[src/hw/rtl/perd_pkg.sv]
`timescale 1ns / 1ps
// perd_pkg: shared codes and fixed field widths for the pending event dispatcher
// no dependencies; used by the channel interfaces and the top level

package perd_pkg;

	localparam int FUNC_W    = 2;
	localparam int SIG_W     = 5;
	localparam int CNT_OUT_W = 16;
	localparam int TOT_OUT_W = 21;
	localparam int MASK_W    = 32;

	// operation codes carried in the func field
	typedef enum logic [FUNC_W-1:0] {
		FUNC_ARRIVE   = 2'd0,
		FUNC_DISPATCH = 2'd1,
		FUNC_RETURN   = 2'd2,
		FUNC_NONE     = 2'd3
	} func_t;

endpackage

[src/hw/rtl/perd_if.sv]
`timescale 1ns / 1ps
// perd_req_if, perd_rsp_if, perd_cfg_if: valid/ready channels of the dispatcher
// depends on perd_pkg for field widths

interface perd_req_if;
	logic                        valid;
	logic                        ready;
	logic [perd_pkg::FUNC_W-1:0] func;
	logic [perd_pkg::SIG_W-1:0]  signal_number;
	logic                        in_managed_code;
	logic                        io_waiting;

	modport source (output valid, func, signal_number, in_managed_code, io_waiting,
		input ready);
	modport sink (input valid, func, signal_number, in_managed_code, io_waiting,
		output ready);
endinterface

interface perd_rsp_if;
	logic                           valid;
	logic                           ready;
	logic                           io_abort;
	logic                           trap_request;
	logic                           dispatched;
	logic [perd_pkg::SIG_W-1:0]     signal_code;
	logic [perd_pkg::CNT_OUT_W-1:0] signal_count;
	logic [perd_pkg::TOT_OUT_W-1:0] pending_total;

	modport source (output valid, io_abort, trap_request, dispatched, signal_code,
		signal_count, pending_total, input ready);
	modport sink (input valid, io_abort, trap_request, dispatched, signal_code,
		signal_count, pending_total, output ready);
endinterface

interface perd_cfg_if;
	logic                        valid;
	logic                        ready;
	logic [perd_pkg::MASK_W-1:0] enable_mask;

	modport source (output valid, enable_mask, input ready);
	modport sink (input valid, enable_mask, output ready);
endinterface

[src/hw/rtl/pending_event_round_robin_dispatch_top.sv]
`timescale 1ns / 1ps
// pending_event_round_robin_dispatch_top: per-signal pending counters, running total,
// round-robin dispatch; one item at a time through a small sequencer
// next item accepted once the sequencer is back in idle; the scan checks one counter per cycle
// reset: async active low clears all control state and the counter valid bits at once
// depends on perd_pkg, perd_if, perd_cnt_mem

module pending_event_round_robin_dispatch_top #(
	parameter int NUM_SIGNALS = 32,
	parameter int COUNT_WIDTH = 16
) (
	input  logic clk,
	input  logic arst_n,
	perd_req_if.sink   req,
	perd_rsp_if.source rsp,
	perd_cfg_if.sink   cfg
);

	localparam int IDX_W = $clog2(NUM_SIGNALS);
	// total never exceeds NUM_SIGNALS * (2^COUNT_WIDTH - 1)
	localparam int TOT_W = COUNT_WIDTH + IDX_W;
	localparam logic [IDX_W-1:0]       LAST_IDX = IDX_W'(NUM_SIGNALS - 1);
	localparam logic [31:0]            NSIG     = 32'(NUM_SIGNALS);
	localparam logic [COUNT_WIDTH-1:0] CNT_MAX  = {COUNT_WIDTH{1'b1}};

	typedef enum logic [2:0] {
		S_IDLE,
		S_ARR,
		S_SCAN,
		S_DONE
	} state_t;

	state_t state_q;

	// architectural state
	logic [perd_pkg::MASK_W-1:0] enable_mask_q;
	logic [IDX_W-1:0]            last_served_q;
	logic [TOT_W-1:0]            total_q;
	logic                        trap_pending_q;
	logic                        handler_active_q;

	// sequencer working registers
	logic [IDX_W-1:0] scan_idx_q;   // address whose read data arrives this cycle
	logic [IDX_W-1:0] step_q;       // entries already looked at in this scan
	logic             managed_q;
	logic             iowait_q;

	// result held until the output register is free
	logic                       res_abort_q;
	logic                       res_trap_q;
	logic                       res_disp_q;
	logic [IDX_W-1:0]           res_code_q;
	logic [COUNT_WIDTH-1:0]     res_count_q;

	// output register
	logic                           out_valid_q;
	logic                           out_abort_q;
	logic                           out_trap_q;
	logic                           out_disp_q;
	logic [perd_pkg::SIG_W-1:0]     out_code_q;
	logic [perd_pkg::CNT_OUT_W-1:0] out_count_q;
	logic [perd_pkg::TOT_OUT_W-1:0] out_total_q;

	// counter store access
	logic [IDX_W-1:0]       rd_addr;
	logic [COUNT_WIDTH-1:0] rd_val;
	logic                   wr_en;
	logic [COUNT_WIDTH-1:0] wr_data;
	logic                   inv_en;

	logic                   accept;
	logic [31:0]            sig_ext;
	logic                   sig_ok;
	logic [IDX_W-1:0]       sig_idx;
	logic [IDX_W-1:0]       next_last;
	logic [IDX_W-1:0]       next_scan;
	logic                   cnt_nz;
	logic                   cnt_sat;
	logic [TOT_W-1:0]       cnt_ext;
	logic                   out_free;

	// padded views for truncating to the fixed result widths
	logic [IDX_W+perd_pkg::SIG_W-1:0]           code_pad;
	logic [COUNT_WIDTH+perd_pkg::CNT_OUT_W-1:0] count_pad;
	logic [TOT_W+perd_pkg::TOT_OUT_W-1:0]       total_pad;

	function automatic logic [IDX_W-1:0] wrap_inc(input logic [IDX_W-1:0] i);
		logic [IDX_W-1:0] r;
		r = (i == LAST_IDX) ? '0 : i + IDX_W'(1);
		return r;
	endfunction

	perd_cnt_mem #(
		.DEPTH (NUM_SIGNALS),
		.WIDTH (COUNT_WIDTH)
	) u_cnt_mem (
		.clk      (clk),
		.arst_n   (arst_n),
		.rd_addr  (rd_addr),
		.rd_data  (rd_val),
		.wr_en    (wr_en),
		.wr_addr  (scan_idx_q),
		.wr_data  (wr_data),
		.inv_en   (inv_en),
		.inv_addr (scan_idx_q)
	);

	assign accept   = req.valid && req.ready;
	assign req.ready = (state_q == S_IDLE);
	assign cfg.ready = 1'b1;

	// arrivals beyond the counter array or with their enable bit clear are dropped
	assign sig_ext = {{(32 - perd_pkg::SIG_W){1'b0}}, req.signal_number};
	assign sig_ok  = (sig_ext < NSIG) && enable_mask_q[req.signal_number];
	assign sig_idx = sig_ext[IDX_W-1:0];

	assign next_last = wrap_inc(last_served_q);
	assign next_scan = wrap_inc(scan_idx_q);

	// read address: first entry on accept, then one entry further per scan cycle
	always_comb begin
		case (state_q)
			S_IDLE:  rd_addr = (req.func == perd_pkg::FUNC_DISPATCH) ? next_last : sig_idx;
			S_SCAN:  rd_addr = next_scan;
			default: rd_addr = scan_idx_q;
		endcase
	end

	// shared compare and increment on the counter just read
	assign cnt_nz  = (rd_val != '0);
	assign cnt_sat = (rd_val == CNT_MAX);
	assign cnt_ext = {{(TOT_W - COUNT_WIDTH){1'b0}}, rd_val};
	assign wr_data = rd_val + COUNT_WIDTH'(1);
	assign wr_en   = (state_q == S_ARR) && !cnt_sat;
	assign inv_en  = (state_q == S_SCAN) && cnt_nz;

	assign out_free = !out_valid_q || rsp.ready;

	assign code_pad  = {{perd_pkg::SIG_W{1'b0}}, res_code_q};
	assign count_pad = {{perd_pkg::CNT_OUT_W{1'b0}}, res_count_q};
	assign total_pad = {{perd_pkg::TOT_OUT_W{1'b0}}, total_q};

	always_ff @(posedge clk or negedge arst_n) begin
		if (!arst_n) begin
			state_q          <= S_IDLE;
			enable_mask_q    <= '0;
			last_served_q    <= IDX_W'(1);
			total_q          <= '0;
			trap_pending_q   <= 1'b0;
			handler_active_q <= 1'b0;
			scan_idx_q       <= '0;
			step_q           <= '0;
			managed_q        <= 1'b0;
			iowait_q         <= 1'b0;
			res_abort_q      <= 1'b0;
			res_trap_q       <= 1'b0;
			res_disp_q       <= 1'b0;
			res_code_q       <= '0;
			res_count_q      <= '0;
			out_valid_q      <= 1'b0;
			out_abort_q      <= 1'b0;
			out_trap_q       <= 1'b0;
			out_disp_q       <= 1'b0;
			out_code_q       <= '0;
			out_count_q      <= '0;
			out_total_q      <= '0;
		end else begin
			if (cfg.valid) begin
				enable_mask_q <= cfg.enable_mask;
			end
			// in S_DONE the output register is reloaded instead
			if (out_valid_q && rsp.ready && (state_q != S_DONE)) begin
				out_valid_q <= 1'b0;
			end

			case (state_q)
				S_IDLE: begin
					if (accept) begin
						scan_idx_q  <= rd_addr;
						step_q      <= '0;
						managed_q   <= req.in_managed_code;
						iowait_q    <= req.io_waiting;
						res_abort_q <= 1'b0;
						res_trap_q  <= 1'b0;
						res_disp_q  <= 1'b0;
						res_code_q  <= '0;
						res_count_q <= '0;
						case (req.func)
							perd_pkg::FUNC_ARRIVE: begin
								state_q <= sig_ok ? S_ARR : S_DONE;
							end
							perd_pkg::FUNC_DISPATCH: begin
								state_q <= S_SCAN;
							end
							perd_pkg::FUNC_RETURN: begin
								handler_active_q <= 1'b0;
								state_q          <= S_DONE;
							end
							default: begin
								state_q <= S_DONE;
							end
						endcase
					end
				end

				S_ARR: begin
					// saturated counter leaves the total alone, flags still apply
					if (!cnt_sat) begin
						total_q <= total_q + TOT_W'(1);
					end
					if (iowait_q) begin
						res_abort_q <= 1'b1;
					end else if (managed_q && !trap_pending_q && !handler_active_q) begin
						res_trap_q     <= 1'b1;
						trap_pending_q <= 1'b1;
					end
					state_q <= S_DONE;
				end

				S_SCAN: begin
					if (cnt_nz) begin
						res_disp_q       <= 1'b1;
						res_code_q       <= scan_idx_q;
						res_count_q      <= rd_val;
						last_served_q    <= scan_idx_q;
						total_q          <= (total_q >= cnt_ext) ? total_q - cnt_ext : '0;
						trap_pending_q   <= 1'b0;
						handler_active_q <= 1'b1;
						state_q          <= S_DONE;
					end else if (step_q == LAST_IDX) begin
						// full circle with nothing pending
						state_q <= S_DONE;
					end else begin
						scan_idx_q <= next_scan;
						step_q     <= step_q + IDX_W'(1);
					end
				end

				S_DONE: begin
					if (out_free) begin
						out_valid_q <= 1'b1;
						out_abort_q <= res_abort_q;
						out_trap_q  <= res_trap_q;
						out_disp_q  <= res_disp_q;
						out_code_q  <= code_pad[perd_pkg::SIG_W-1:0];
						out_count_q <= count_pad[perd_pkg::CNT_OUT_W-1:0];
						out_total_q <= total_pad[perd_pkg::TOT_OUT_W-1:0];
						state_q     <= S_IDLE;
					end
				end

				default: begin
					state_q <= S_IDLE;
				end
			endcase
		end
	end

	assign rsp.valid         = out_valid_q;
	assign rsp.io_abort      = out_abort_q;
	assign rsp.trap_request  = out_trap_q;
	assign rsp.dispatched    = out_disp_q;
	assign rsp.signal_code   = out_code_q;
	assign rsp.signal_count  = out_count_q;
	assign rsp.pending_total = out_total_q;

endmodule

[src/hw/rtl/perd_cnt_mem.sv]
`timescale 1ns / 1ps
// perd_cnt_mem: pending counter store, one write port and one registered read port
// per-entry valid flops make unwritten or invalidated entries read as zero; no package use

module perd_cnt_mem #(
	parameter int DEPTH = 32,
	parameter int WIDTH = 16
) (
	input  logic                     clk,
	input  logic                     arst_n,
	input  logic [$clog2(DEPTH)-1:0] rd_addr,
	output logic [WIDTH-1:0]         rd_data,
	input  logic                     wr_en,
	input  logic [$clog2(DEPTH)-1:0] wr_addr,
	input  logic [WIDTH-1:0]         wr_data,
	input  logic                     inv_en,
	input  logic [$clog2(DEPTH)-1:0] inv_addr
);

	logic [WIDTH-1:0] mem [DEPTH];
	logic [DEPTH-1:0] valid_q;
	logic [WIDTH-1:0] rd_raw_q;
	logic             rd_valid_q;

	always_ff @(posedge clk) begin
		if (wr_en) begin
			mem[wr_addr] <= wr_data;
		end
		rd_raw_q <= mem[rd_addr];
	end

	always_ff @(posedge clk or negedge arst_n) begin
		if (!arst_n) begin
			valid_q    <= '0;
			rd_valid_q <= 1'b0;
		end else begin
			if (wr_en) begin
				valid_q[wr_addr] <= 1'b1;
			end
			if (inv_en) begin
				valid_q[inv_addr] <= 1'b0;
			end
			rd_valid_q <= valid_q[rd_addr];
		end
	end

	// entry not valid reads as zero
	assign rd_data = rd_valid_q ? rd_raw_q : '0;

endmodule

[src/flat_wrapper.sv]
// flat-port wrapper written by rule: the top's interface ports become plain ports
module pending_event_round_robin_dispatch_top_flat 
#(
	parameter int NUM_SIGNALS = 32,
	parameter int COUNT_WIDTH = 16
)
  (clk, arst_n, req_valid, req_func, req_signal_number, req_in_managed_code, req_io_waiting, req_ready, rsp_valid, rsp_io_abort, rsp_trap_request, rsp_dispatched, rsp_signal_code, rsp_signal_count, rsp_pending_total, rsp_ready, cfg_valid, cfg_enable_mask, cfg_ready);
  perd_req_if req_i ();
  perd_rsp_if rsp_i ();
  perd_cfg_if cfg_i ();
  input  logic clk;
  input  logic arst_n;
  input wire logic [$bits(req_i.valid)-1:0] req_valid;
  input wire logic [$bits(req_i.func)-1:0] req_func;
  input wire logic [$bits(req_i.signal_number)-1:0] req_signal_number;
  input wire logic [$bits(req_i.in_managed_code)-1:0] req_in_managed_code;
  input wire logic [$bits(req_i.io_waiting)-1:0] req_io_waiting;
  output wire logic [$bits(req_i.ready)-1:0] req_ready;
  output wire logic [$bits(rsp_i.valid)-1:0] rsp_valid;
  output wire logic [$bits(rsp_i.io_abort)-1:0] rsp_io_abort;
  output wire logic [$bits(rsp_i.trap_request)-1:0] rsp_trap_request;
  output wire logic [$bits(rsp_i.dispatched)-1:0] rsp_dispatched;
  output wire logic [$bits(rsp_i.signal_code)-1:0] rsp_signal_code;
  output wire logic [$bits(rsp_i.signal_count)-1:0] rsp_signal_count;
  output wire logic [$bits(rsp_i.pending_total)-1:0] rsp_pending_total;
  input wire logic [$bits(rsp_i.ready)-1:0] rsp_ready;
  input wire logic [$bits(cfg_i.valid)-1:0] cfg_valid;
  input wire logic [$bits(cfg_i.enable_mask)-1:0] cfg_enable_mask;
  output wire logic [$bits(cfg_i.ready)-1:0] cfg_ready;
  assign req_i.valid = req_valid;
  assign req_i.func = req_func;
  assign req_i.signal_number = req_signal_number;
  assign req_i.in_managed_code = req_in_managed_code;
  assign req_i.io_waiting = req_io_waiting;
  assign req_ready = req_i.ready;
  assign rsp_valid = rsp_i.valid;
  assign rsp_io_abort = rsp_i.io_abort;
  assign rsp_trap_request = rsp_i.trap_request;
  assign rsp_dispatched = rsp_i.dispatched;
  assign rsp_signal_code = rsp_i.signal_code;
  assign rsp_signal_count = rsp_i.signal_count;
  assign rsp_pending_total = rsp_i.pending_total;
  assign rsp_i.ready = rsp_ready;
  assign cfg_i.valid = cfg_valid;
  assign cfg_i.enable_mask = cfg_enable_mask;
  assign cfg_ready = cfg_i.ready;
  pending_event_round_robin_dispatch_top #(.NUM_SIGNALS(NUM_SIGNALS), .COUNT_WIDTH(COUNT_WIDTH)) u_core (.clk(clk), .arst_n(arst_n), .req(req_i), .rsp(rsp_i), .cfg(cfg_i));
endmodule
[config.mk]
export PLATFORM = sky130hd
export DESIGN_NAME = pending_event_round_robin_dispatch_top_flat
export DESIGN_NICKNAME = d
export VERILOG_FILES = /design/src/hw/rtl/perd_pkg.sv /design/src/hw/rtl/perd_if.sv /design/src/hw/rtl/pending_event_round_robin_dispatch_top.sv /design/src/hw/rtl/perd_cnt_mem.sv /design/src/flat_wrapper.sv
export SDC_FILE = /design/constraint.sdc
export NUM_CORES = 1
export LEC_CHECK = 0
export BUFFER_PORTS_ARGS = -buffer_cell sky130_fd_sc_hd__buf_2
export CORE_MARGIN = 3
export CORE_UTILIZATION = 50
export CTS_CLUSTER_DIAMETER = 200
export CTS_CLUSTER_SIZE = 28
export DETAILED_ROUTE_END_ITERATION = 8
export PLACE_DENSITY = 0.66
export SLEW_MARGIN = 10
export SYNTH_ARGS = -nofsm -noshare
export SYNTH_HDL_FRONTEND = slang
export SYNTH_SLANG_ARGS = --single-unit
[constraint.sdc]
create_clock -name clk -period 4.4 [get_ports clk]
set_input_delay 0.22 -clock clk [delete_from_list [all_inputs] [get_ports clk]]
set_output_delay 0.22 -clock clk [all_outputs]
set_load 0.03 [all_outputs]
Word level (Yosys, flattened, before mapping) --
Memory sizes are Yosys's and may differ from the RTL's. A register that Yosys moved wholly into a read port is not among the register bits. Cells that the tools add are included.
Word-level totals: register bits 178, bits in writable memories 512, input bits 46, output and inout bits 48, word-level logic and storage cells 147, memories kept 1
Operators by class: add/sub/neg operators 6, $lt $le $gt $ge 6, equality and inequality tests 21, multiplexer cells 55, bitwise logic cells 3, reduce and logical (&&, ||, !) cells 31
Memories:
- u_core.u_cnt_mem.mem | depth 32, bits a word 16, read ports 1, clocked after Yosys merged registers in 1, write ports 1, RTL line perd_cnt_mem.sv:20 | logic [WIDTH-1:0] mem [DEPTH];
Operator list (count):
- $mux 32 | 2
- $mux 21 | 3
- $mux 5 | 10
- $mux 16 | 3
- $pmux 21 s2 | 1
- $pmux 5 s2 | 4
- $and 32x32->32 | 1
- $not 32->32 | 1
- $or 32x32->32 | 1
- $pmux 16 s2 | 1
- $lt 5x6->1 const B | 4
- $add 21x1->21 const B | 1
- $ge 21x16->1 | 1
- $sub 21x16->21 | 1
- $add 16x1->16 const B | 1
- $eq 16x16->1 const B | 1
- $mux 1 | 16
- $reduce_and 4->1 | 4
- $reduce_bool 16->1 | 1
- $add 5x1->5 const B | 3
- $eq 5x5->1 const B | 3
- $ne 2x2->1 const B | 7
- $mux 3 | 4
- $pmux 3 s4 | 1
- other kinds (20) | 47

Longest topological paths before layout --
Gate-level depths: netlist of the first run.
depth after elaboration 8, gate-level depth with buffers 16, depth with buffers taken out 11

Hierarchy --
From an unflattened synthesis of the first run, not the netlist that was laid out.
Unflattened totals: cell total of the unflattened synthesis 2010, area total of the unflattened synthesis 29909.9 sq um
Modules (own cells, without submodules):
- perd_cnt_mem | times used 1, cells each 1294, area each 22084.9 sq um, seq. area each 16520.8 sq um
- pending_event_round_robin_dispatch_top | times used 1, cells each 716, area each 7825.0 sq um, seq. area each 3604.7 sq um

Least setup slack after synthesis of the first run --
OpenSTA, ideal clock, no wires.
kind reg-to-reg, from register u_core.u_cnt_mem.rd_valid_q, to memory u_core.u_cnt_mem.mem[0][6] (data pin), library setup time 0.465 ns, arrival time 3.179 ns, required time 3.935 ns, slack 0.755 ns, cell stages (with the launch flop) 10, path buffers 3, clock period less this slack 3.645 ns, cells stage by stage dfrtp_1 buf_4 clkbuf_1 clkbuf_1 nand2_1 inv_1 ha_1 nand3_1 or3_1 a21boi_0
On the way: word-level cells in the longest chain between the ends 2
RTL lines:
- start: declaration | RTL line perd_cnt_mem.sv:23 | logic rd_valid_q;
- start signal: assignment | RTL line perd_cnt_mem.sv:43 | rd_valid_q <= valid_q[rd_addr];
- $mux 16 | RTL line perd_cnt_mem.sv:48 | assign rd_data = rd_valid_q ? rd_raw_q : '0;
- $add 16x1->16 | RTL line pending_event_round_robin_dispatch_top.sv:133 | assign wr_data = rd_val + COUNT_WIDTH'(1);
- named net u_core.u_cnt_mem.wr_data[6] | RTL line perd_cnt_mem.sv:15 | input logic [WIDTH-1:0] wr_data,
- end: declaration | RTL line perd_cnt_mem.sv:20
The timed path passes the listed nets, and every way through them passes these cells.

Final worst setup path of the first run --
from register u_core.scan_idx_q[0], to register u_core.u_cnt_mem.rd_raw_q[3] (read register of u_core.u_cnt_mem.mem)
On the way: word-level cells in the longest chain between the ends 3, elaborated cells on any way between the ends 4, those cells by class add/sub: 1; eq/ne: 1; mux: 2
RTL lines:
- start: declaration | RTL line pending_event_round_robin_dispatch_top.sv:43 | logic [IDX_W-1:0] scan_idx_q;
- start signal: assignment | RTL line pending_event_round_robin_dispatch_top.sv:179 | scan_idx_q <= rd_addr;
- start signal: assignment | RTL line pending_event_round_robin_dispatch_top.sv:234 | scan_idx_q <= next_scan;
- $add 5x1->5 or $eq 5x5->1 (tied branches) | RTL line pending_event_round_robin_dispatch_top.sv:89 | r = (i == LAST_IDX) ? '0 : i + IDX_W'(1);
- $mux 5 | RTL line pending_event_round_robin_dispatch_top.sv:89
- $pmux 5 s2 * | RTL line pending_event_round_robin_dispatch_top.sv:122 | case (state_q)
- end: declaration | RTL line perd_cnt_mem.sv:22 | logic [WIDTH-1:0] rd_raw_q;
Mark *: on every way between the ends. The rest lies on a longest branch, timed or not. A chain may end at the register's enable or synchronous reset.

==> metrics.md, run 1 <==
| Metric | Value |
|---|---|
| Status | finished clean |
| Post-Syn Nets | 2380 |
| Port Buffer Count | 92 |
| Maximum vdd drop | 1.24 mV |
| Grt total ovfl | 0 |
| Buffer and inverter count on the worst path | 1 |
| Multiplexer share of the synthesized area | 4.13% |
| Clock power frac | 12.7% |
| Initial Util | 50.9% |
| Number of H-tree levels | 1 |
| Met3 routed WL | 5800 µm |
| Global Route Usage Sum | 24.8% |
| Fin cells | between 3000 and 4000 |
| Synth Register Bits | ~710 |
| Mean routed wirelength per cell | 24.6 µm |
| Hold path depth | 4 |
| Net count, final | ~2500 |
| Die Wd | 249 µm |
| Postcts setup bufs | 0 |
| Initial antenna violation count | 4 |
| Die Ht | between 200 and 250 µm |
| Worst r2r src | u_core.scan_idx_q[0] |
| DP Wirelength | 48500 µm |
| Filler cell count | roughly 4700 |
| CP startpoint kind | flop |
| Complex-gate fraction of the synthesized area | between 10% and 20% |
| Final Slew Violations | 0 |
| Worst hold path class | input pin to flop |
| Worst skew pair latency | 0.63 ns |
| Commonest cells post-synth | edfxtp_1 (512), nand2_1 (442), dfrtp_1 (176) |
| Largest net degree at the start of global routing | 137 |
| Warnings, synthesis | 0 |
| Top cell type by total area after synthesis | edfxtp_1 |
| DRC violations left | 0 |
| Seq/Total Area, Yosys | 68.0% |
| # IOs | 94 |
| Slowest cell on the critical path | nand3_1 |
| Hold WS | 0.0408 ns |
| DRT iter0 DRCs | 1970 |
| Via count | 19937 |
| Leak | 11.9 nW |
| Crit path from | u_core.scan_idx_q[0] |
| Met2 WL | 38300 µm |
| WS Path Type | flop to flop |
| Clock Tree Root | clkbuf_16 |
| Antenna diode count | 0 |
| Top area cells in the synthesized netlist | edfxtp_1 (52%), dfrtp_1 (15%), nand2_1 (5.6%), mux2_2 (3.3%), a32oi_1 (2.1%) |
| Layout cells sized above 1 | 14.3% |
| # rows | 88 |
| Gate Count Post-Synth | 2300 |
| P_sw | 11.4 mW |
| Least-Margin Pin Slew | between 1 and 1.5 ns |
| Yosys top cell area share | 51.9% |
| Pint | 14.4 mW |
| Sw frac | 44.2% |
| Most common cell in the netlist | edfxtp_1 |
| Clock Skew | 0.0252 ns |
| Final period utilization | 92.3% |
| Drt total wl | just under 80000 µm |
| Flop pwr share | 37.0% |
| Final hold violation count | 0 |
| Max Clk Rate | 246 MHz |
| Critical path depth | 10 |
| CTS tree | yes |
| Crit path max-delay family | simple AND/OR/NAND/NOR gates |
| CTS Sinks | 705 |
| Post-synth EDFFs | 512 |
| Via/cell ratio | 6.24 |
| Placed insts | 3104 |
| First-pass GRT wire length | approximately 120000 µm |
| Gate power share | between 50% and 60% |
| Die area | 0.0622 mm² |
| Ys flop type | edfxtp_1 |
| Core ar. | 0.0581 mm² |
| Setup Total Neg Slack | 0 ns |
| Most used cell, CP | ha_1 |
| Ys async rst share | 25.1% |
| Worst setup margin | about 0.34 ns |
| Max_cap viols | 0 |
| Synthesized area | 0.0296 mm² |
| Vias in the first global route | approximately 19000 |
| Final setup viols | 0 |
| Unique masters post-synth | 67 |
| Total CTS buffers | 29 |
| Crit-path cells | ha_1 -> and3_1 -> ha_1 -> nor3b_1 -> a311oi_1 -> and2_4 -> nand3_1 -> buf_4 -> o22ai_1 -> nor4_1 |
| CP Capture Type | flop |
| Register-to-Register Setup Slack | about 0.34 ns |
| Simple-Gate Fraction of Synth Area | 10.9% |
| Max Buffers Root-to-Sink | 3 |
| Area added between synthesis and finish | 10.4% |
| Synth Area in Adders | 1.46% |
| 1st-pass router iterations | 7 |
| FF-to-FF path depth | 10 |
| DRT met1 WL | 31600 µm |
| Minimum clock period | between 4 and 5 ns |
| Largest family of logic cells by synthesized area | compound AO/OA/AOI/OAI gates |
| Post-Synth XOR/XNOR Area | 0.917% |
| Highest routed layer | met5 |
| RSZ-0062 raised after global routing | no |
| Slowest stage delay, CP | 0.64 ns |
| Mapped Avg Cell Area | 12.9 µm² |
| Reg2reg end | u_core.u_cnt_mem.rd_raw_q[3] |
| WP data arrival | 4.54 ns |
| PD cells | 789 mW/mm² |
| Post-DRT Antenna Nets | 0 |
| Worst EP required | 4.87 ns |
| CP max FO | 13 |
| Worst setup path endpoint | u_core.u_cnt_mem.rd_raw_q[3] |
| Routability Congestion | 0.942 |
| Rel. slew slack | 13.0% |
| Clock-pin slew on the worst setup and hold paths | between 0.1 and 0.15 ns |
| Setup WS pre-CTS | 0.221 ns |
per-layer routing:
metal,up-vias,global-route usage [%]
met3,165,3.28
met2,818,41.4
met1,10059,33.7
met5,-,0
li1,8893,-
met4,2,8.64
final cells by class:
class / instances / area [µm²] / share of cell area (%)
tap: 765 / 957 / 2.93
sequential: 705 / 20100 / 61.6
inverter: 16 / 60.1 / 0.184
clock inverter: 2 / 50.0 / 0.153
timing repair buffer: 228 / 1690 / 5.16
clock buffer: 52 / 812 / 2.48
multi-input combinational: 1428 / 9000 / 27.5
logic make-up (layout without fill, tap and decap cells):
group | Yosys count | in the layout
AO/OA/AOI/OAI | 542 | 542
buffers and inverters | 167 | 298
AND/OR/NAND/NOR | 721 | 721
other | 1 | 1
XOR/XNOR | 31 | 31
flip-flops | 705 | 705
multiplexers | 99 | 99
adder cells (fa/ha/maj) | 34 | 34
power groups by stage:
stage	Sequential, mW	Combinational (mW)	Clock, mW
after global placement	9.64	12.5	0
after global routing	9.64	14.1	3.56
after floorplan	9.74	8.00	0
after CTS	9.54	12.8	3.34
final	9.55	13.0	3.27
after detailed placement	9.69	12.8	0
placed cells by master, fill, tap and decap left out, types with 7 or more instances in the layout:
cell / instances
dfxtp_1: 16
o22a_1: 32
edfxtp_1: 512
nand2_1: 439
buf_2: 91
buf_12: 7
clkbuf_1: 23
nand2b_1: 11
dlygate4sd3_1: 37
nand4_1: 9
and3_1: 78
a21o_1: 11
ha_1: 33
a211oi_1: 75
a21oi_1: 114
xor2_1: 8
mux2_2: 86
buf_4: 91
nor3_1: 16
inv_1: 15
a31oi_1: 75
dfrtp_1: 176
a32oi_1: 69
or3_1: 11
a221o_1: 7
xnor2_1: 13
nor2_1: 67
nand3_1: 27
mux4_2: 10
clkbuf_16: 29
o21ai_0: 52
o22ai_1: 71
nor4_1: 21
per-stage QoR:
stage / instance area, µm² / total power, mW / utilization (%)
global route: 32700 / 27.3 / 56.2
global placement: 31400 / 22.2 / 54.0
detailed placement: 31400 / 22.5 / 54.0
floorplan: 29600 / 17.7 / -
finish: 32700 / 25.8 / 56.2
CTS: 32600 / 25.7 / 56.2
registers in the layout, indices dropped and copies added (netlist names), 2 cells and up:
signal,count
u_core.step_q,5
u_core.u_cnt_mem.valid_q,32
u_core.u_cnt_mem.mem,512
u_core.rsp.signal_count,16
u_core.state_q,2
u_core.rsp.signal_code,5
u_core.res_code_q,5
u_core.rsp.pending_total,21
u_core.enable_mask_q,32
u_core.total_q,21
u_core.u_cnt_mem.rd_raw_q,16
u_core.res_count_q,16
u_core.last_served_q,5
u_core.scan_idx_q,5
worst min-delay path by stage:
stage / from / to / slack (ns)
final: req_func[0] / u_core.state_q[1] / 0.04
after floorplan: arst_n / u_core.enable_mask_q[0] / -0.08
after detailed placement: arst_n / u_core.rsp.signal_count[14] / 0.39
after global routing: req_func[1] / u_core.state_q[1] / 0.05
after CTS: req_func[0] / u_core.state_q[1] / 0.02
after global placement: arst_n / u_core.rsp.signal_count[14] / 0.37
worst reg2reg max path, stage by stage (launching register included):
cell,delay (ns)
dfrtp_1,0.51
ha_1,0.29
and3_1,0.19
ha_1,0.23
nor3b_1,0.09
a311oi_1,0.51
and2_4,0.27
nand3_1,0.64
buf_4,0.42
o22ai_1,0.56
nor4_1,0.18
timing repair:
item	CTS	global route
hold buffers	37	0
endpoints found under the hold margin	132	0
endpoints found under the setup margin	0	1
resized for setup	0	1
Power figures use the tool's default switching activity.
==> run 2, diff against run 1 <==
CORE_UTILIZATION = 55   (was 50)
PLACE_DENSITY = 0.72   (was 0.66)
==> run 2 against run 1 <==
Via count grew 0.42%. Fmax shrank 2.3%. Combinational power is essentially flat. First-iteration DRC count grew 23%. Utilization grew 5.3 points. Critical path type unchanged. Critical endpoint is now u_core.u_cnt_mem.rd_raw_q[1]. Largest power group unchanged.
==> metrics.md, run 2 (synthesis results as in run 1) <==
| Metric | Value |
|---|---|
| Status | finished clean |
| Global Route Usage Sum | 26.8% |
| Antenna diode count | 0 |
| Top Registers | u_core.u_cnt_mem.mem: 512 flops, u_core.enable_mask_q: 32 flops, u_core.u_cnt_mem.valid_q: 32 flops |
| RSZ-0062 raised after global routing | no |
| DRT iter0 DRCs | between 2000 and 2500 |
| Initial Util | 56.0% |
| Final setup viols | 0 |
| Worst setup margin | 0.244 ns |
| PD cells | 798 mW/mm² |
| Minimum clock period | 4.16 ns |
| Setup WS pre-CTS | 0.142 ns |
| Maximum vdd drop | 0.566 mV |
| WP data arrival | 4.68 ns |
| Port Buffer Count | roughly 90 |
| Worst EP required | 4.93 ns |
| # IOs | 94 |
| CP startpoint kind | flop |
| Core ar. | around 0.053 mm² |
| CTS tree | yes |
| Initial antenna violation count | 0 |
| Setup Total Neg Slack | 0 ns |
| Max Buffers Root-to-Sink | 3 |
| Drt total wl | slightly below 80000 µm |
| First-pass GRT wire length | 116000 µm |
| Commonest non-fill, non-tap cell in the layout | edfxtp_1 |
| Die Wd | 238 µm |
| Least-Margin Pin Slew | 1.13 ns |
| Via/cell ratio | 6.44 |
| CP Capture Type | flop |
| # rows | 84 |
| Routability Congestion | ~0.93 |
| Rel. slew slack | 22.8% |
| 1st-pass router iterations | 8 |
| Leak | 11.9 nW |
| Final hold violation count | 0 |
| Net count, final | 2482 |
| Hold path depth | 4 |
| DRC violations left | 0 |
| Max_cap viols | 0 |
| Grt total ovfl | 0 |
| Layout cells sized above 1 | between 10% and 20% |
| Final period utilization | 94.5% |
| Vias in the first global route | 19282 |
| Total CTS buffers | 29 |
| Final Slew Violations | 0 |
| Post-DRT Antenna Nets | 0 |
| CTS Sinks | 705 |
| Area added between synthesis and finish | 9.84% |
| Die Ht | about 240 µm |
| CP max FO | 48 |
| Via count | around 20000 |
| WS Path Type | flop to flop |
| DP Wirelength | 48500 µm |
| Max Clk Rate | 241 MHz |
| Number of H-tree levels | 1 |
| Clock-pin slew on the worst setup and hold paths | 0.12 ns |
| Die area | 0.0566 mm² |
| Clock Skew | 0.0324 ns |
| Worst hold path class | input pin to flop |
| Largest net degree at the start of global routing | 102 |
| Mean routed wirelength per cell | 24.8 µm |
| Worst skew pair latency | 0.65 ns |
| Clock Tree Root | clkbuf_16 |
| Reg with most FFs | u_core.u_cnt_mem.mem |
| FF-to-FF path depth | 8 |
| Commonest non-fill, non-tap cells in the layout | edfxtp_1 (512), nand2_1 (439), dfrtp_1 (176) |
| Largest register FFs | 512 |
## run 2: critical path, stage by stage (launching register included)
cell and delay [ns]:
dfrtp_1 0.43, inv_1 0.10, ha_1 0.44, nor4bb_1 0.67, nand2b_1 0.25, nand2_4 0.52, nand3_1 0.76, o22ai_1 0.73
nor4_1 0.11
## run 2: per-layer routing
layer / GRT usage [%] / part of all wire, %
met1: 36.3 / 40
met4: 9.36 / 3.9
met5: 0 / 0
met3: 4.74 / 8.5
met2: 44.3 / 48
## run 2: cell type report
type                       count  area (µm²)
inverter                      16        60.1
sequential                   705       20100
timing repair buffer         222        1620
clock inverter                 2        50.0
fill                        3955       20300
multi-input combinational   1428        8990
tap                          688         861
clock buffer                  50         805
## run 2: final timing paths
path | startpoint | endpoint | slack, ns
max in group asynchronous | arst_n | u_core.res_count_q[4] | 3.07
setup / recovery | u_core.state_q[1] | u_core.u_cnt_mem.rd_raw_q[1] | 0.24
hold reg to reg | u_core.res_count_q[6] | u_core.res_count_q[6] | 0.48
min in group asynchronous | arst_n | u_core.enable_mask_q[0] | 0.24
hold / removal | req_func[1] | u_core.state_q[1] | 0.04
setup reg to reg | u_core.state_q[1] | u_core.u_cnt_mem.rd_raw_q[1] | 0.24
## run 2: where the power goes
group	total [mW]	internal, mW	switching [mW]
registers	9.56	8.92	0.635
clock network	3.26	1.28	1.98
logic	13.1	4.17	8.96
total	25.9	14.4	11.6
## run 2: through the flow
| stage | hold slack, ns | utilization [%] | cell area [µm²] | cells | power (mW) |
|---|---|---|---|---|---|
| 2_1_floorplan | -0.0756 | - | 29600 | 2300 | 17.7 |
| 3_3_place_gp | 0.383 | 59.2 | 31300 | 3022 | 22.2 |
| 3_5_place_dp | 0.392 | 59.2 | 31300 | 3022 | 22.6 |
| 4_1_cts | 0.0252 | 61.5 | 32500 | 3111 | 25.8 |
| 5_1_grt | 0.0857 | 61.5 | 32500 | 3111 | 27.3 |
| 6_report | 0.0372 | 61.5 | 32500 | 3111 | 25.9 |
## run 2: timing repair
item / in CTS / in global routing
hold endpoints to repair: 136 / 0
hold buffers: 37 / 0
setup endpoints to repair: 0 / 5
resized for setup: 0 / 3
setup buffers: 0 / 0
==> run 3, diff against run 2 <==
CORE_UTILIZATION = 35   (was 55)
PLACE_DENSITY = default   (was 0.72)
==> run 3 against run 2 <==
Non-clock buffer count up 6. Count of clock-buffer cells in the layout rose by 2. Die area grew 56%. Clock power hardly changed. Critical path type unchanged. Sequential share of layout area fell by 1.2 points. Setup slack improved by 0.29 ns. Total power is 0.40% lower.
==> metrics.md, run 3 (synthesis results as in run 1) <==
| Metric | Value |
|---|---|
| Status | finished clean |
| Initial antenna violation count | 2 |
| Crit-path cells | ha_1 -> and3_1 -> ha_1 -> nor3b_1 -> a311oi_1 -> and2_4 -> buf_12 -> nand2_1 -> a32oi_1 -> o22ai_1 -> nor4_1 |
| Worst EP required | 4.94 ns |
| # IOs | 94 |
| Die Wd | 297 µm |
| Slowest cell on the critical path | dfrtp_1 |
| Final hold violation count | 0 |
| Setup WS pre-CTS | 0.673 ns |
| Mean routed wirelength per cell | roughly 22 µm |
| Setup Total Neg Slack | 0 ns |
| Die Ht | 297 µm |
| Max_cap viols | 0 |
| Worst hold path class | input pin to flop |
| WS Path Type | flop to flop |
| Core ar. | 0.0837 mm² |
| Postcts setup bufs | 0 |
| Final setup viols | 0 |
| Worst r2r src | u_core.scan_idx_q[0] |
| 1st-pass router iterations | 5 |
| Reg with most FFs | u_core.u_cnt_mem.mem |
| Clock Tree Root | clkbuf_16 |
| Minimum clock period | 3.87 ns |
| CP startpoint kind | flop |
| Final Slew Violations | 0 |
| Via/cell ratio | 5.56 |
| Number of H-tree levels | 1 |
| Grt total ovfl | 0 |
| Final period utilization | 88.0% |
| Worst skew pair latency | 0.63 ns |
| Largest register FFs | 512 |
| CTS tree | yes |
| DRT iter0 DRCs | approximately 1800 |
| Leak | 11.9 nW |
| Global Route Usage Sum | 17.4% |
| DP Wirelength | approximately 49000 µm |
| First-pass GRT wire length | between 100000 and 150000 µm |
| Least-Margin Pin Slew | 1.27 ns |
| CP max FO | roughly 140 |
| Clock-pin slew on the worst setup and hold paths | 0.12 ns |
| Die area | 0.0881 mm² |
| PD cells | 779 mW/mm² |
| Drt total wl | 79300 µm |
| Post-DRT Antenna Nets | 0 |
| # rows | roughly 110 |
| Layout cells sized above 1 | 14.3% |
| Top Registers | u_core.u_cnt_mem.mem: 512 flops, u_core.enable_mask_q: 32 flops, u_core.u_cnt_mem.valid_q: 32 flops |
| Crit path from | u_core.scan_idx_q[0] |
| FF-to-FF path depth | 11 |
| Commonest non-fill, non-tap cells in the layout | edfxtp_1 (512), nand2_1 (439), dfrtp_1 (176) |
| Reg2reg end | u_core.u_cnt_mem.rd_raw_q[11] |
| Hold wc startpoint | req_func[0] |
| Clock Skew | just under 0.03 ns |
| WP data arrival | 4.41 ns |
| Routability Congestion | 0.837 |
| Filler cell count | a little under 8000 |
| Area added between synthesis and finish | 12.1% |
| Slowest stage delay, CP | 0.55 ns |
| CTS Sinks | a little over 700 |
| Worst Hold Endpoint | u_core.handler_active_q |
| Vias in the first global route | 19254 |
| CTS resizes | 0 |
| Maximum vdd drop | 0.767 mV |
| Rel. slew slack | between 10% and 20% |
| Net count, final | 2488 |
| Commonest non-fill, non-tap cell in the layout | edfxtp_1 |
| CP Capture Type | flop |
| Max Clk Rate | approximately 260 MHz |
| Register-to-Register Setup Slack | 0.53 ns |
| Worst setup margin | 0.530 ns |
| Port Buffer Count | 92 |
| Initial Util | 35.4% |
| Via count | 19808 |
| Antenna diode count | 0 |
| Max Buffers Root-to-Sink | 3 |
| Largest net degree at the start of global routing | 138 |
| RSZ-0062 raised after global routing | no |
| Hold path depth | 4 |
| DRC violations left | 0 |
| Total CTS buffers | 29 |
| Most used cell, CP | ha_1 |
run 3: cell types whose count changed in the layout (fill, tap and decap cells not counted), moves of 2 or more:
cell | before | now
and2_2 | 0 | 2
nand3_1 | 24 | 27
dlygate4sd3_1 | 37 | 39
and2_1 | 6 | 4
clkbuf_1 | 21 | 23
nand3_2 | 3 | 0
buf_12 | 7 | 12
run 3: critical path: cells and delay by family (launching register included):
family | cells | cell delay, ns
buf+inv | 1 | 0.44
simple gates | 5 | 0.90
compound gates | 3 | 1.20
fa+ha+maj | 2 | 0.53
flops | 1 | 0.55
run 3: repair_timing:
action / in CTS / in global routing
hold endpoints to repair: 135 / 0
setup endpoints to repair: 0 / 0
hold buffers: 39 / 0
run 3: final cells by class:
cell class | count | area (µm²) | area share (%)
inverter | 16 | 60.1 | 0.181
clock inverter | 2 | 38.8 | 0.117
multi-input combinational | 1428 | 8980 | 27.1
tap | 1134 | 1420 | 4.28
sequential | 705 | 20100 | 60.7
timing repair buffer | 228 | 1740 | 5.23
clock buffer | 52 | 812 | 2.45
run 3: layer usage:
| layer | GRT usage [%] | part of all wire [%] |
|---|---|---|
| met5 | 0 | 0 |
| met4 | 5.10 | 2.8 |
| met3 | 1.78 | 5.8 |
| met2 | 29.5 | 49 |
| met1 | 23.8 | 43 |
run 3: worst max path at each step:
| stage | to | cells after the start | slack [ns] |
|---|---|---|---|
| after CTS | u_core.u_cnt_mem.rd_raw_q[11] | 11 | 0.58 |
| after detailed placement | u_core.u_cnt_mem.rd_raw_q[11] | 11 | 0.67 |
| after floorplan | u_core.u_cnt_mem.mem[0][6] | 9 | 0.76 |
| final | u_core.u_cnt_mem.rd_raw_q[11] | 11 | 0.53 |
| after global routing | u_core.u_cnt_mem.rd_raw_q[11] | 11 | 0.29 |
| after global placement | u_core.u_cnt_mem.rd_raw_q[11] | 11 | 0.66 |
run 3: through the flow:
stage                     power [mW]  cells  hold WS, ns  area, µm²  util [%]
final                           25.8   3565        0.146      33200      39.6
after floorplan                 17.7   2300      -0.0756      29600         -
after global placement          22.3   3472        0.379      31900      38.2
after global routing            27.4   3565        0.147      33200      39.6
after CTS                       25.9   3565        0.111      33200      39.6
after detailed placement        22.6   3472        0.393      31900      38.2
run 3: power by group:
group	switching [mW]	internal, mW	leakage [nW]	total (mW)
combinational	8.66	4.27	4.53	12.9
sequential	0.720	8.92	6.98	9.64
clock	1.99	1.28	0.400	3.28
total	11.4	14.5	11.9	25.8
